### config.mk
export PLATFORM = sky130hd
export DESIGN_NAME = seam_darkening_pixel_shader
export DESIGN_NICKNAME = d
export VERILOG_FILES = /design/src/rtl/core/sdps_pkg.sv /design/src/rtl/core/sdps_div.sv /design/src/rtl/core/seam_darkening_pixel_shader.sv
export SDC_FILE = /design/constraint.sdc
export NUM_CORES = 1
export LEC_CHECK = 0
export BUFFER_PORTS_ARGS = -buffer_cell sky130_fd_sc_hd__buf_4
export CAP_MARGIN = 20
export CORE_UTILIZATION = 30
export CTS_BUF_LIST = sky130_fd_sc_hd__clkbuf_2 sky130_fd_sc_hd__clkbuf_4 sky130_fd_sc_hd__clkbuf_8
export DETAILED_ROUTE_END_ITERATION = 10
export PLACE_DENSITY = 0.48
export SLEW_MARGIN = 20
export SYNTH_ARGS = -nofsm -noshare
export SYNTH_HDL_FRONTEND = slang
export SYNTH_SLANG_ARGS = --single-unit
export TNS_END_PERCENT = 5
### constraint.sdc
create_clock -name clock -period 12 [get_ports clock]
set_input_delay 3 -clock clock [delete_from_list [all_inputs] [get_ports clock]]
set_output_delay 3 -clock clock [all_outputs]
set_load 0.01 [all_outputs]
### src/rtl/core/sdps_pkg.sv
// Shared types and constants of the seam darkening pixel shader.
`default_nettype none

package sdps_pkg;

   localparam int unsigned PIXEL_BITS   = 8;
   localparam int unsigned COLUMN_WIDTH = 12;
   localparam int unsigned JOIN_BITS    = 13;
   localparam int unsigned JOIN_SLOTS   = 5;
   localparam int unsigned BW_BITS      = 8;
   localparam int unsigned WEIGHT_BITS  = 9;
   localparam int unsigned CSR_IDX_BITS = 3;
   localparam int unsigned CSR_DATA_BITS = 13;

   // Quotient of the weight ramp never exceeds 256, so nine bits suffice.
   localparam int unsigned QUO_BITS    = 9;
   localparam int unsigned NUM_BITS    = BW_BITS + QUO_BITS;
   localparam int unsigned DIV_STAGES  = 3;
   localparam int unsigned DIV_STEPS   = QUO_BITS / DIV_STAGES;

   localparam logic [WEIGHT_BITS-1:0] WEIGHT_ONE = 9'd256;

   typedef enum logic [CSR_IDX_BITS-1:0] {
      CSR_BLUR_WIDTH    = 3'd0,
      CSR_EDGE_WEIGHT   = 3'd1,
      CSR_MIDDLE_WEIGHT = 3'd2,
      CSR_JOIN_FIRST    = 3'd3,
      CSR_JOIN_SECOND   = 3'd4,
      CSR_JOIN_THIRD    = 3'd5,
      CSR_JOIN_FOURTH   = 3'd6,
      CSR_JOIN_FIFTH    = 3'd7
   } csr_index_type;

   typedef struct packed {
      logic [COLUMN_WIDTH-1:0] column;
      logic [PIXEL_BITS-1:0]   blue_in;
      logic [PIXEL_BITS-1:0]   green_in;
      logic [PIXEL_BITS-1:0]   red_in;
   } req_type;

   typedef struct packed {
      logic [PIXEL_BITS-1:0] blue_out;
      logic [PIXEL_BITS-1:0] green_out;
      logic [PIXEL_BITS-1:0] red_out;
   } rsp_type;

   typedef struct packed {
      logic [PIXEL_BITS-1:0] blue;
      logic [PIXEL_BITS-1:0] green;
      logic [PIXEL_BITS-1:0] red;
   } pixel_type;

   // Side information that rides along with a word through the divider.
   typedef struct packed {
      logic      hit;
      logic      neg;
      pixel_type pix;
   } div_tag_type;

endpackage

`default_nettype wire

### src/rtl/core/sdps_div.sv
// Pipelined restoring divider for the weight ramp, three quotient bits per stage.
`default_nettype none

module sdps_div
   import sdps_pkg::*;
(
   input  wire logic                clock,
   input  wire logic                reset,
   input  wire logic                in_valid,
   input  wire logic [NUM_BITS-1:0] in_num,
   input  wire logic [BW_BITS-1:0]  divisor,
   input  wire div_tag_type         in_tag,
   output logic                     out_valid,
   output logic [QUO_BITS-1:0]      out_quo,
   output div_tag_type              out_tag
);

   typedef struct packed {
      logic [BW_BITS-1:0]  rem;
      logic [QUO_BITS-1:0] low;
      logic [QUO_BITS-1:0] quo;
      div_tag_type         tag;
   } div_state_type;

   logic          vld_ff [DIV_STAGES+1];
   div_state_type st_ff  [DIV_STAGES+1];

   // The upper numerator bits are already below the divisor, so the
   // partial remainder starts with them.
   assign vld_ff[0] = in_valid;
   assign st_ff[0]  = '{rem: in_num[NUM_BITS-1:QUO_BITS],
                        low: in_num[QUO_BITS-1:0],
                        quo: '0,
                        tag: in_tag};

   for (genvar g = 0; g < DIV_STAGES; g++) begin : g_stage
      div_state_type st_in;

      always_comb begin
         logic [BW_BITS:0] trial;
         st_in = st_ff[g];
         for (int k = 0; k < DIV_STEPS; k++) begin
            trial = {st_in.rem, st_in.low[QUO_BITS-1]};
            st_in.low = {st_in.low[QUO_BITS-2:0], 1'b0};
            if (trial >= {1'b0, divisor}) begin
               trial = trial - {1'b0, divisor};
               st_in.quo = {st_in.quo[QUO_BITS-2:0], 1'b1};
            end else begin
               st_in.quo = {st_in.quo[QUO_BITS-2:0], 1'b0};
            end
            st_in.rem = trial[BW_BITS-1:0];
         end
      end

      always_ff @(posedge clock) begin
         if (reset) begin
            vld_ff[g+1] <= 1'b0;
         end else begin
            vld_ff[g+1] <= vld_ff[g];
         end
         st_ff[g+1] <= st_in;
      end
   end

   assign out_valid = vld_ff[DIV_STAGES];
   assign out_quo   = st_ff[DIV_STAGES].quo;
   assign out_tag   = st_ff[DIV_STAGES].tag;

endmodule

`default_nettype wire

### src/rtl/core/seam_darkening_pixel_shader.sv
// Top level of the seam darkening pixel shader: seam match, weight ramp and scaling.
`default_nettype none

// Darkens pixels of a stitched panorama near up to SEAM_COUNT seam columns.
// Input: a word on req_data (column and BGR pixel) is taken at every rising
// edge where start is high; busy stays low, so a new pixel may enter every
// cycle. Output: rsp_valid pulses for one cycle with the darkened pixel on
// rsp_data; words leave in the order they entered, one per word taken.
// The pipeline registers, in order, are seam match, ramp product, three
// divider stages (three quotient bits each against the band width), weight
// sum and channel scaling. Throughput is one pixel per clock; the pipeline
// has no stall path since the receiver cannot hold results off.
// Settings are written through csr_we/csr_index/csr_wdata, one register per
// write, and must only change while no pixel is in flight.
// Synchronous reset empties the pipeline and loads the band width and both
// weights with zero and every join column with 8191, which turns all seams
// off.
module seam_darkening_pixel_shader
   import sdps_pkg::*;
#(
   parameter int unsigned SEAM_COUNT  = 5,
   parameter int unsigned COLUMN_BITS = 12
) (
   input  wire logic                     clock,
   input  wire logic                     reset,
   input  wire logic                     start,
   output logic                          busy,
   input  wire req_type                  req_data,
   output logic                          rsp_valid,
   output rsp_type                       rsp_data,
   input  wire logic                     csr_we,
   input  wire logic [CSR_IDX_BITS-1:0]  csr_index,
   input  wire logic [CSR_DATA_BITS-1:0] csr_wdata
);

   localparam int unsigned LIMIT_INT = 1 << COLUMN_BITS;
   localparam logic [JOIN_BITS:0] LIMIT = LIMIT_INT[JOIN_BITS:0];

   typedef struct packed {
      logic               valid;
      logic               hit;
      logic [BW_BITS-1:0] t;
      pixel_type          pix;
   } match_type;

   typedef struct packed {
      logic                valid;
      logic [NUM_BITS-1:0] prod;
      div_tag_type         tag;
   } ramp_type;

   typedef struct packed {
      logic                   valid;
      logic                   hit;
      logic [WEIGHT_BITS-1:0] w;
      pixel_type              pix;
   } weight_type;

   logic [BW_BITS-1:0]     band_width_ff;
   logic [WEIGHT_BITS-1:0] edge_weight_ff;
   logic [WEIGHT_BITS-1:0] middle_weight_ff;
   logic [JOIN_BITS-1:0]   joins_ff [JOIN_SLOTS];

   match_type  s1_in, s1_ff;
   ramp_type   s2_in, s2_ff;
   weight_type s6_in, s6_ff;
   logic       rsp_valid_ff;
   rsp_type    rsp_in, rsp_ff;

   logic                   div_valid;
   logic [QUO_BITS-1:0]    div_quo;
   div_tag_type            div_tag;
   logic [WEIGHT_BITS-1:0] edge_c;
   logic [WEIGHT_BITS-1:0] middle_c;

   assign busy = 1'b0;

   // ------------------------------------------------------------------
   // Settings
   always_ff @(posedge clock) begin
      if (reset) begin
         band_width_ff    <= '0;
         edge_weight_ff   <= '0;
         middle_weight_ff <= '0;
         for (int i = 0; i < JOIN_SLOTS; i++) begin
            joins_ff[i] <= '1;
         end
      end else if (csr_we) begin
         case (csr_index_type'(csr_index))
            CSR_BLUR_WIDTH:    band_width_ff    <= csr_wdata[BW_BITS-1:0];
            CSR_EDGE_WEIGHT:   edge_weight_ff   <= csr_wdata[WEIGHT_BITS-1:0];
            CSR_MIDDLE_WEIGHT: middle_weight_ff <= csr_wdata[WEIGHT_BITS-1:0];
            CSR_JOIN_FIRST:    joins_ff[0]      <= csr_wdata[JOIN_BITS-1:0];
            CSR_JOIN_SECOND:   joins_ff[1]      <= csr_wdata[JOIN_BITS-1:0];
            CSR_JOIN_THIRD:    joins_ff[2]      <= csr_wdata[JOIN_BITS-1:0];
            CSR_JOIN_FOURTH:   joins_ff[3]      <= csr_wdata[JOIN_BITS-1:0];
            CSR_JOIN_FIFTH:    joins_ff[4]      <= csr_wdata[JOIN_BITS-1:0];
            default: ;
         endcase
      end
   end

   // Weights above one are full black.
   assign edge_c   = (edge_weight_ff > WEIGHT_ONE) ? WEIGHT_ONE : edge_weight_ff;
   assign middle_c = (middle_weight_ff > WEIGHT_ONE) ? WEIGHT_ONE : middle_weight_ff;

   // ------------------------------------------------------------------
   // Stage 1: find the last seam whose window holds the column.
   always_comb begin
      logic                 enable;
      logic [JOIN_BITS-1:0] col;
      logic [JOIN_BITS-1:0] gap;
      logic                 hit;
      logic [BW_BITS-1:0]   t;
      col    = JOIN_BITS'(req_data.column);
      enable = (band_width_ff != '0) &&
               ((edge_weight_ff != '0) || (middle_weight_ff != '0)) &&
               ((JOIN_BITS+1)'(req_data.column) < LIMIT);
      hit    = 1'b0;
      t      = '0;
      for (int i = 0; i < SEAM_COUNT; i++) begin
         gap = (col >= joins_ff[i]) ? (col - joins_ff[i]) : (joins_ff[i] - col);
         if (({1'b0, joins_ff[i]} < LIMIT) &&
             (gap <= JOIN_BITS'(band_width_ff))) begin
            hit = 1'b1;
            t   = band_width_ff - gap[BW_BITS-1:0];
         end
      end
      s1_in.valid     = start && !busy;
      s1_in.hit       = hit && enable;
      s1_in.t         = t;
      s1_in.pix.blue  = req_data.blue_in;
      s1_in.pix.green = req_data.green_in;
      s1_in.pix.red   = req_data.red_in;
   end

   // ------------------------------------------------------------------
   // Stage 2: magnitude of (middle - edge) times (band width - d).
   always_comb begin
      logic                   neg;
      logic [WEIGHT_BITS-1:0] mag;
      neg = middle_c < edge_c;
      mag = neg ? (edge_c - middle_c) : (middle_c - edge_c);
      s2_in.valid   = s1_ff.valid;
      s2_in.prod    = NUM_BITS'(mag) * NUM_BITS'(s1_ff.t);
      s2_in.tag.hit = s1_ff.hit;
      s2_in.tag.neg = neg;
      s2_in.tag.pix = s1_ff.pix;
   end

   // Stages 3 to 5: quotient by the band width, truncated toward zero.
   sdps_div u_div (
      .clock     (clock),
      .reset     (reset),
      .in_valid  (s2_ff.valid),
      .in_num    (s2_ff.prod),
      .divisor   (band_width_ff),
      .in_tag    (s2_ff.tag),
      .out_valid (div_valid),
      .out_quo   (div_quo),
      .out_tag   (div_tag)
   );

   // Stage 6: black weight.
   always_comb begin
      s6_in.valid = div_valid;
      s6_in.hit   = div_tag.hit;
      s6_in.w     = div_tag.neg ? (edge_c - div_quo) : (edge_c + div_quo);
      s6_in.pix   = div_tag.pix;
   end

   // Stage 7: scale each channel by the remaining light.
   always_comb begin
      logic [WEIGHT_BITS-1:0] scale;
      logic [NUM_BITS-1:0]    pb, pg, pr;
      if (!s6_ff.hit) begin
         scale = WEIGHT_ONE;
      end else if (s6_ff.w > WEIGHT_ONE) begin
         scale = '0;
      end else begin
         scale = WEIGHT_ONE - s6_ff.w;
      end
      pb = NUM_BITS'(s6_ff.pix.blue)  * NUM_BITS'(scale);
      pg = NUM_BITS'(s6_ff.pix.green) * NUM_BITS'(scale);
      pr = NUM_BITS'(s6_ff.pix.red)   * NUM_BITS'(scale);
      rsp_in.blue_out  = pb[2*PIXEL_BITS-1:PIXEL_BITS];
      rsp_in.green_out = pg[2*PIXEL_BITS-1:PIXEL_BITS];
      rsp_in.red_out   = pr[2*PIXEL_BITS-1:PIXEL_BITS];
   end

   always_ff @(posedge clock) begin
      if (reset) begin
         s1_ff.valid  <= 1'b0;
         s2_ff.valid  <= 1'b0;
         s6_ff.valid  <= 1'b0;
         rsp_valid_ff <= 1'b0;
      end else begin
         s1_ff.valid  <= s1_in.valid;
         s2_ff.valid  <= s2_in.valid;
         s6_ff.valid  <= s6_in.valid;
         rsp_valid_ff <= s6_ff.valid;
      end
      s1_ff.hit  <= s1_in.hit;
      s1_ff.t    <= s1_in.t;
      s1_ff.pix  <= s1_in.pix;
      s2_ff.prod <= s2_in.prod;
      s2_ff.tag  <= s2_in.tag;
      s6_ff.hit  <= s6_in.hit;
      s6_ff.w    <= s6_in.w;
      s6_ff.pix  <= s6_in.pix;
      rsp_ff     <= rsp_in;
   end

   assign rsp_valid = rsp_valid_ff;
   assign rsp_data  = rsp_ff;

   // ------------------------------------------------------------------
   // Every word taken comes out as a result.
   a_latency : assert property (@(posedge clock) disable iff (reset)
      (start && !busy) |-> ##7 rsp_valid)
      else $error("accepted word did not leave after seven cycles");

   // No result appears without a matching word taken before it.
   a_no_spurious : assert property (@(posedge clock) disable iff (reset)
      rsp_valid |-> $past(start && !busy, 7))
      else $error("result without a matching input word");

   // Darkening never brightens any channel.
   a_never_brighter : assert property (@(posedge clock) disable iff (reset)
      rsp_valid |-> (rsp_data.blue_out  <= $past(req_data.blue_in, 7)) &&
                    (rsp_data.green_out <= $past(req_data.green_in, 7)) &&
                    (rsp_data.red_out   <= $past(req_data.red_in, 7)))
      else $error("output channel brighter than its input");

endmodule

`default_nettype wire
# Word-level counts from Yosys, hierarchy flattened
# Memories as Yosys holds them, arrays and structs flattened.
# Index checks and enable logic that the tools add are counted.
[word_totals] regBits=288 ramBits=65 input_bits=56 output_inout_bits=26 elab_cells=204 n_memories=1
[classes] addsub=28 mul=4 magnitude_cmp=28 n_eq_ne=7 n_mux=65 bitwise_logic=5 reduce_logical=15
[memory_table] memory="joins_ff" depth=5 width=13 rd=5 rd_ports_with_merged_regs=0 wr=5 line="seam_darkening_pixel_shader.sv:62" text="logic [JOIN_BITS-1:0] joins_ff [JOIN_SLOTS];"
[ops] operator="13-bit two-way mux" count=10
[ops] operator="8-bit two-way mux" count=13
[ops] operator="8-bit subtractor" count=13
[ops] operator="9-bit by 8-bit >= comparator with 1-bit output" count=9
[ops] operator="12-bit by 13-bit >= comparator with 1-bit output" count=5
[ops] operator="13-bit by 8-bit less-or-equal comparator with 1-bit output" count=5
[ops] operator="13-bit less-than comparator (second input constant)" count=5
[ops] operator="12-bit by 13-bit subtractor with 13-bit output" count=5
[ops] operator="13-bit by 12-bit subtractor with 13-bit output" count=5
[ops] operator="9-bit two-way mux" count=6
[ops] operator="8-bit by 9-bit multiplier with 16-bit output" count=3
[ops] operator="1-bit two-way mux" count=36
[ops] operator="9-bit > comparator (second input constant)" count=3
[ops] operator="9-bit subtractor" count=3
[ops] operator="9-bit nonzero test" count=2
[ops] operator="9-bit by 8-bit multiplier with 17-bit output" count=1
[ops] operator="3-bit equality test (second input constant)" count=4
[ops] operator="9-bit adder" count=1
[ops] operator="9-bit less-than comparator" count=1
[ops] operator="9-bit subtractor (first input constant)" count=1
[ops] operator="8-bit nonzero test" count=1
[ops] operator="1-bit logical AND" count=7
[ops] operator="3-bit by 2-bit equality test with 1-bit output (second input constant)" count=2
[ops] operator="2-bit AND reduction" count=3
[ops] operator="4 further kinds" count=8

# Longest topological paths before layout
# An unclocked memory read counts as a cell.
[depth] word_depth=11 ltp_mapped=34 mapped_depth_nobuf=33

# By module
# From an unflattened synthesis, not the netlist that was laid out.
[unflattened] hier_cells=3441 area_unflattened_um2=30768.3
[by_module_without_submodules] module="seam_darkening_pixel_shader" n_inst=1 cells_each=2821 area_per_inst_um2=24481.0 seq_area_each_um2=5235.0
[by_module_without_submodules] module="sdps_div" n_inst=1 cells_each=620 area_per_inst_um2=6287.3 seq_area_each_um2=2482.4

# Worst setup path before layout
# Ideal clock, no wire load.
[synth_path] path_kind="reg-to-reg" start="reg band_width_ff[1]" end="reg u_div.st_ff[100] in the netlist's numbering" setup_time_ns=0.134 t_arrival_ns=7.940 t_required_ns=11.866 setup_slack_ns=3.926 path_stages_with_launch=34 path_buffers=0 period_less_slack_ns=8.074 cell_sequence="dfxtp_1 inv_1 ha_1 nor2b_1 o21ai_0 a21boi_0 o21ai_0 a21boi_1 o211a_1 nor2_1 mux2i_1 ha_1 nor2b_1 o21ai_0 a21boi_0 o21ai_0 a21boi_0 o21a_1 o31a_1 a311oi_2 inv_2 and2_1 a21oi_1 ha_1 nor2b_1 o21ai_0 a21oi_1 o21ai_0 a21oi_1 o21ai_0 a31o_2 a21boi_0 mux2_2 o221ai_1"
[synth_between] elab_chain_cells=6 word_cells_on_any_way=9 cone_classes="3 x add/sub; 3 x order compare; 3 x mux"
[synth_rtl] element="from (decl)" line="seam_darkening_pixel_shader.sv:59" text="logic [BW_BITS-1:0] band_width_ff;"
[synth_rtl] element="from (signal assigned)" line="seam_darkening_pixel_shader.sv:90" text="CSR_BLUR_WIDTH: band_width_ff <= csr_wdata[BW_BITS-1:0];"
[synth_rtl] element="8-bit subtractor or 9-bit by 8-bit >= comparator with 1-bit output (tied branches)" line="sdps_div.sv:46, sdps_div.sv:45"
[synth_rtl] element="8-bit two-way mux" line="sdps_div.sv:45" text="if (trial >= {1'b0, divisor}) begin"
[synth_rtl] element="8-bit subtractor or 9-bit by 8-bit >= comparator with 1-bit output (tied branches)" line="sdps_div.sv:46, sdps_div.sv:45"
[synth_rtl] element="8-bit two-way mux" line="sdps_div.sv:45"
[synth_rtl] element="8-bit subtractor or 9-bit by 8-bit >= comparator with 1-bit output (tied branches)" line="sdps_div.sv:46, sdps_div.sv:45"
[synth_rtl] element="8-bit two-way mux (*)" line="sdps_div.sv:45"
[synth_rtl] element="via u_div.g_stage[1].$4.trial[4]" line="sdps_div.sv:40" text="logic [BW_BITS:0] trial;"
[synth_rtl] element="to (signal, indexed assignment)" line="sdps_div.sv:61" text="st_ff[g+1] <= st_in;"
[synth_rtl] element="to (decl)" line="sdps_div.sv:26" text="div_state_type st_ff [DIV_STAGES+1];"
# Mark *: on every way through the listed nets, which the timed path passes. The rest lies on a longest branch.
# A chain may end at the register's enable or synchronous reset.

# Final worst setup path
[layout_path] start="reg band_width_ff[3]" end="reg u_div.st_ff[97] in the netlist's numbering"
[layout_between] elab_chain_cells=6 word_cells_on_any_way=9 cone_classes="3 x add/sub; 3 x order compare; 3 x mux"
[layout_rtl] element="8-bit subtractor or 9-bit by 8-bit >= comparator with 1-bit output (tied branches)" line="sdps_div.sv:46, sdps_div.sv:45"
[layout_rtl] element="8-bit two-way mux" line="sdps_div.sv:45"
[layout_rtl] element="9-bit by 8-bit >= comparator with 1-bit output or 8-bit subtractor (tied branches)" line="sdps_div.sv:45, sdps_div.sv:46"
[layout_rtl] element="8-bit two-way mux" line="sdps_div.sv:45"
[layout_rtl] element="8-bit subtractor or 9-bit by 8-bit >= comparator with 1-bit output (tied branches)" line="sdps_div.sv:46, sdps_div.sv:45"
[layout_rtl] element="8-bit two-way mux (*)" line="sdps_div.sv:45"
[layout_rtl] element="via u_div.g_stage[1].$4.trial[1]" line="sdps_div.sv:40"
# Marked as above.

==> reports/qor.yml <==
yosys:
  synth_ff_type: "dfxtp_1"
  synth.distinct_cells: 99
  syn_nets: 4072
  ys_async_sr_fraction: 0
  synth-edff-count: 65
  seq_area_frac_synth: 0.254
  syn_area_per_cell_um2: 8.93
  synthesis.instances: 3401
  ys_seq_elements: 353
  syn_area_um2: 30400
  ys_warn_count: 0
cts:
  clk_pin_slew_worst_paths_ns: 0.07
  cts_hold_buf: 0
  cts_tree: "yes"
  cts-buffers-inserted: 67
  cts.path.max_buffers: 3
  post_cts_resize_count: 0
  postCtsSetupBuffers: 0
  clock-sinks: 353
  ctsRootBufferMaster: "clkbuf_8"
  cts.htree.levels: 3
  worstSkewPairLatency_ns: 0.71
cells_and_area:
  fin_nets: 4145
  area_delta_synth_final_pct: 11.6
  drive_gt1_frac: 0.0862
  fillers: 10400
sta:
  hold_viol_final: 0
  fin_crit_sh: 0.756
  setup_viol: 0
  whs_ns: 0.311
  worstMarginPinSlew_ns: 1.14
  period_minus_slack_ns: 9.08
  rsz0062_at_grt: "false"
  slew_headroom: 0.243
  finalSetupTns_ns: 0
  fmax_mhz: 110
  drv_slew: 0
  skew_ns: 0.0395
critical_path:
  end_kind: "flop"
  cp.depth: 32
  cp.arrival_ns: 9.64
  cp-start-kind: "flop"
  cp.required_ns: 12.56
  critPathSlowestCell: "dfxtp_1"
  path_delay_family: "compound AO/OA/AOI/OAI gates"
  crit_buf_inv: 3
  rr_worst_depth: 32
  worstPathMaxFanout: 19
  path_class: "reg2reg"
  max_stage_delay_ns: 0.66
  crit_top_cell: "o21ai_0"
global_route:
  grtUsageTotal: 0.171
  gr-total-overflow: 0
  grt_pass1_wl_um: 136000
  grt_pass1_vias: 23600
  antenna_found_initial: 4
  grt_max_degree: 36
route:
  wirelength_um: 87200
  first_iter_violations: 1311
  drt-pass1-iter-count: 5
  ant_nets: 0
  vias: 23400
  vias_per_cell: 4.85
  drc: 0
  wl_per_cell_um: 18.1
outcome:
  status: "complete, no violations"
worst_hold_path:
  hold_class: "reg2reg"
  hold_depth: 0
job:
  drv_cap: 0
die:
  io-pin-count: 82
  initial_core_util: 0.303
  dieWidth_um: 320
  die-area_um2: 103000
  die_h_um: 320
  rows: 116
  core_um2: 100000
pwr:
  swShare: 0.416
  p_per_area_nw_per_um2: 167
  power_switching_uw: 2360
  pwr-share-clk: 0.230
  comb_power_share: 0.514
  intPower_uw: 3320
  max-vdd-ir-drop_v: 0.000132
  p_seq_frac: 0.256
  leakage_uw: 0.0156
place:
  io_buffers: 80
  place_hpwl_um: 69600
  gp_congestion: 0.892
## worst register-to-register path: cells and delay by family, from the launching register on
family / cells / cell delay (ns)
compound gates: 20 / 4.47
simple gates: 4 / 1.02
fa+ha+maj: 3 / 0.95
buf+inv: 3 / 0.91
mux: 2 / 0.90
flops: 1 / 0.66
## routing by layer
layer  part of all wire  up-vias  global-route usage
li1                   -    11600                   -
met1               0.46    11100               0.219
met2               0.45      517               0.277
met3              0.046      173              0.0299
met4              0.048        4              0.0846
met5            0.00026        -                   0
## worst paths after layout
kind / from / end / slack [ns]
min: u_div.g_stage[1].st_in[42] / u_div.st_ff[94] / 0.31
max reg2reg: band_width_ff[3] / u_div.st_ff[97] / 2.92
max: band_width_ff[3] / u_div.st_ff[97] / 2.92
min reg2reg: u_div.g_stage[1].st_in[42] / u_div.st_ff[94] / 0.31
## Yosys cell counts, types with 8 or more instances
cell / n / area, um^2
o211ai_1: 17 / 128
nand3_1: 55 / 275
xor2_1: 43 / 377
o31a_1: 8 / 70.1
nand2_1: 322 / 1210
or3_1: 16 / 100
clkbuf_1: 70 / 263
fa_1: 188 / 3760
o21bai_1: 19 / 143
nor3_1: 53 / 265
a21o_1: 59 / 443
or2_2: 12 / 75.1
edfxtp_1: 65 / 1950
a21boi_0: 24 / 180
dfxtp_1: 288 / 5770
a211oi_1: 19 / 143
mux2i_1: 38 / 380
xnor2_1: 116 / 1020
inv_1: 483 / 1810
o21ai_0: 123 / 616
o21a_1: 39 / 293
and3_1: 24 / 150
o221ai_1: 15 / 131
nor4_1: 9 / 56.3
nand4_1: 31 / 194
or4_1: 10 / 75.1
and4_1: 10 / 87.6
buf_2: 21 / 105
o31ai_1: 11 / 82.6
and2_1: 145 / 907
nor2b_1: 54 / 338
a31oi_1: 26 / 163
a21oi_1: 182 / 911
a221oi_1: 8 / 70.1
mux2_2: 28 / 315
ha_1: 427 / 5340
nand2b_1: 33 / 206
nor2_1: 149 / 559
buf_1: 10 / 37.5
## state kept, by name, indices dropped and copies added (netlist names), 24 cells and up
| signal | flops |
|---|---|
| rsp_data | 24 |
| u_div.st_ff | 31 |
| u_div.out_tag | 26 |
| s1_ff | 34 |
| s6_ff | 35 |
| s2_ff | 44 |
| joins_ff | 65 |
| u_div.g_stage.st_in | 55 |
## power groups by stage
stage / clock, uW / sequential, uW / combinational (uW)
floorplan: 0 / 1430 / 2220
global placement: 0 / 1480 / 2930
detailed placement: 0 / 1480 / 2910
CTS: 1360 / 1460 / 2930
global route: 1410 / 1470 / 3320
finish: 1300 / 1450 / 2920
## layout make-up
type	instances	area [um^2]	area share
clock buffers	90	1180	0.0347
flip-flops and latches	353	7720	0.228
well taps	1298	1620	0.0479
clock inverters	30	309	0.00911
inverters	485	1820	0.0537
diodes	2	5.00	0.000148
multi-input cells	2459	20400	0.603
repair buffers	108	811	0.0239
## logic make-up after synthesis
group | count (synthesis) | share of synthesized area
and+or+nand+nor | 953 | 0.157
AOI/OAI and AO/OA | 665 | 0.146
adders and majority gates | 615 | 0.300
buffers and inverters | 589 | 0.0743
DFF | 353 | 0.254
xor gates and xnor gates | 159 | 0.0458
muxes | 66 | 0.0229
other | 1 | 0.000123
## layout by cell type, fill, tap and decap left out, types with 108 or more instances in the layout
master	instances
nand2_1	322
nor2_1	148
dfxtp_1	288
xnor2_1	116
a21oi_1	182
o21ai_0	120
and2_1	145
ha_1	427
buf_4	108
fa_1	188
inv_1	483
## per-stage QoR
step	std cells	power [uW]	cell area [um^2]	util	setup WS (ns)
after floorplan	3401	3660	30400	-	3.93
after global placement	4703	4410	32400	0.324	2.69
after detailed placement	4703	4390	32400	0.324	2.61
after CTS	4823	5750	33900	0.338	2.86
after global routing	4824	6200	33900	0.339	1.89
final	4825	5680	33900	0.339	2.92
Power figures use the tool's default switching activity.
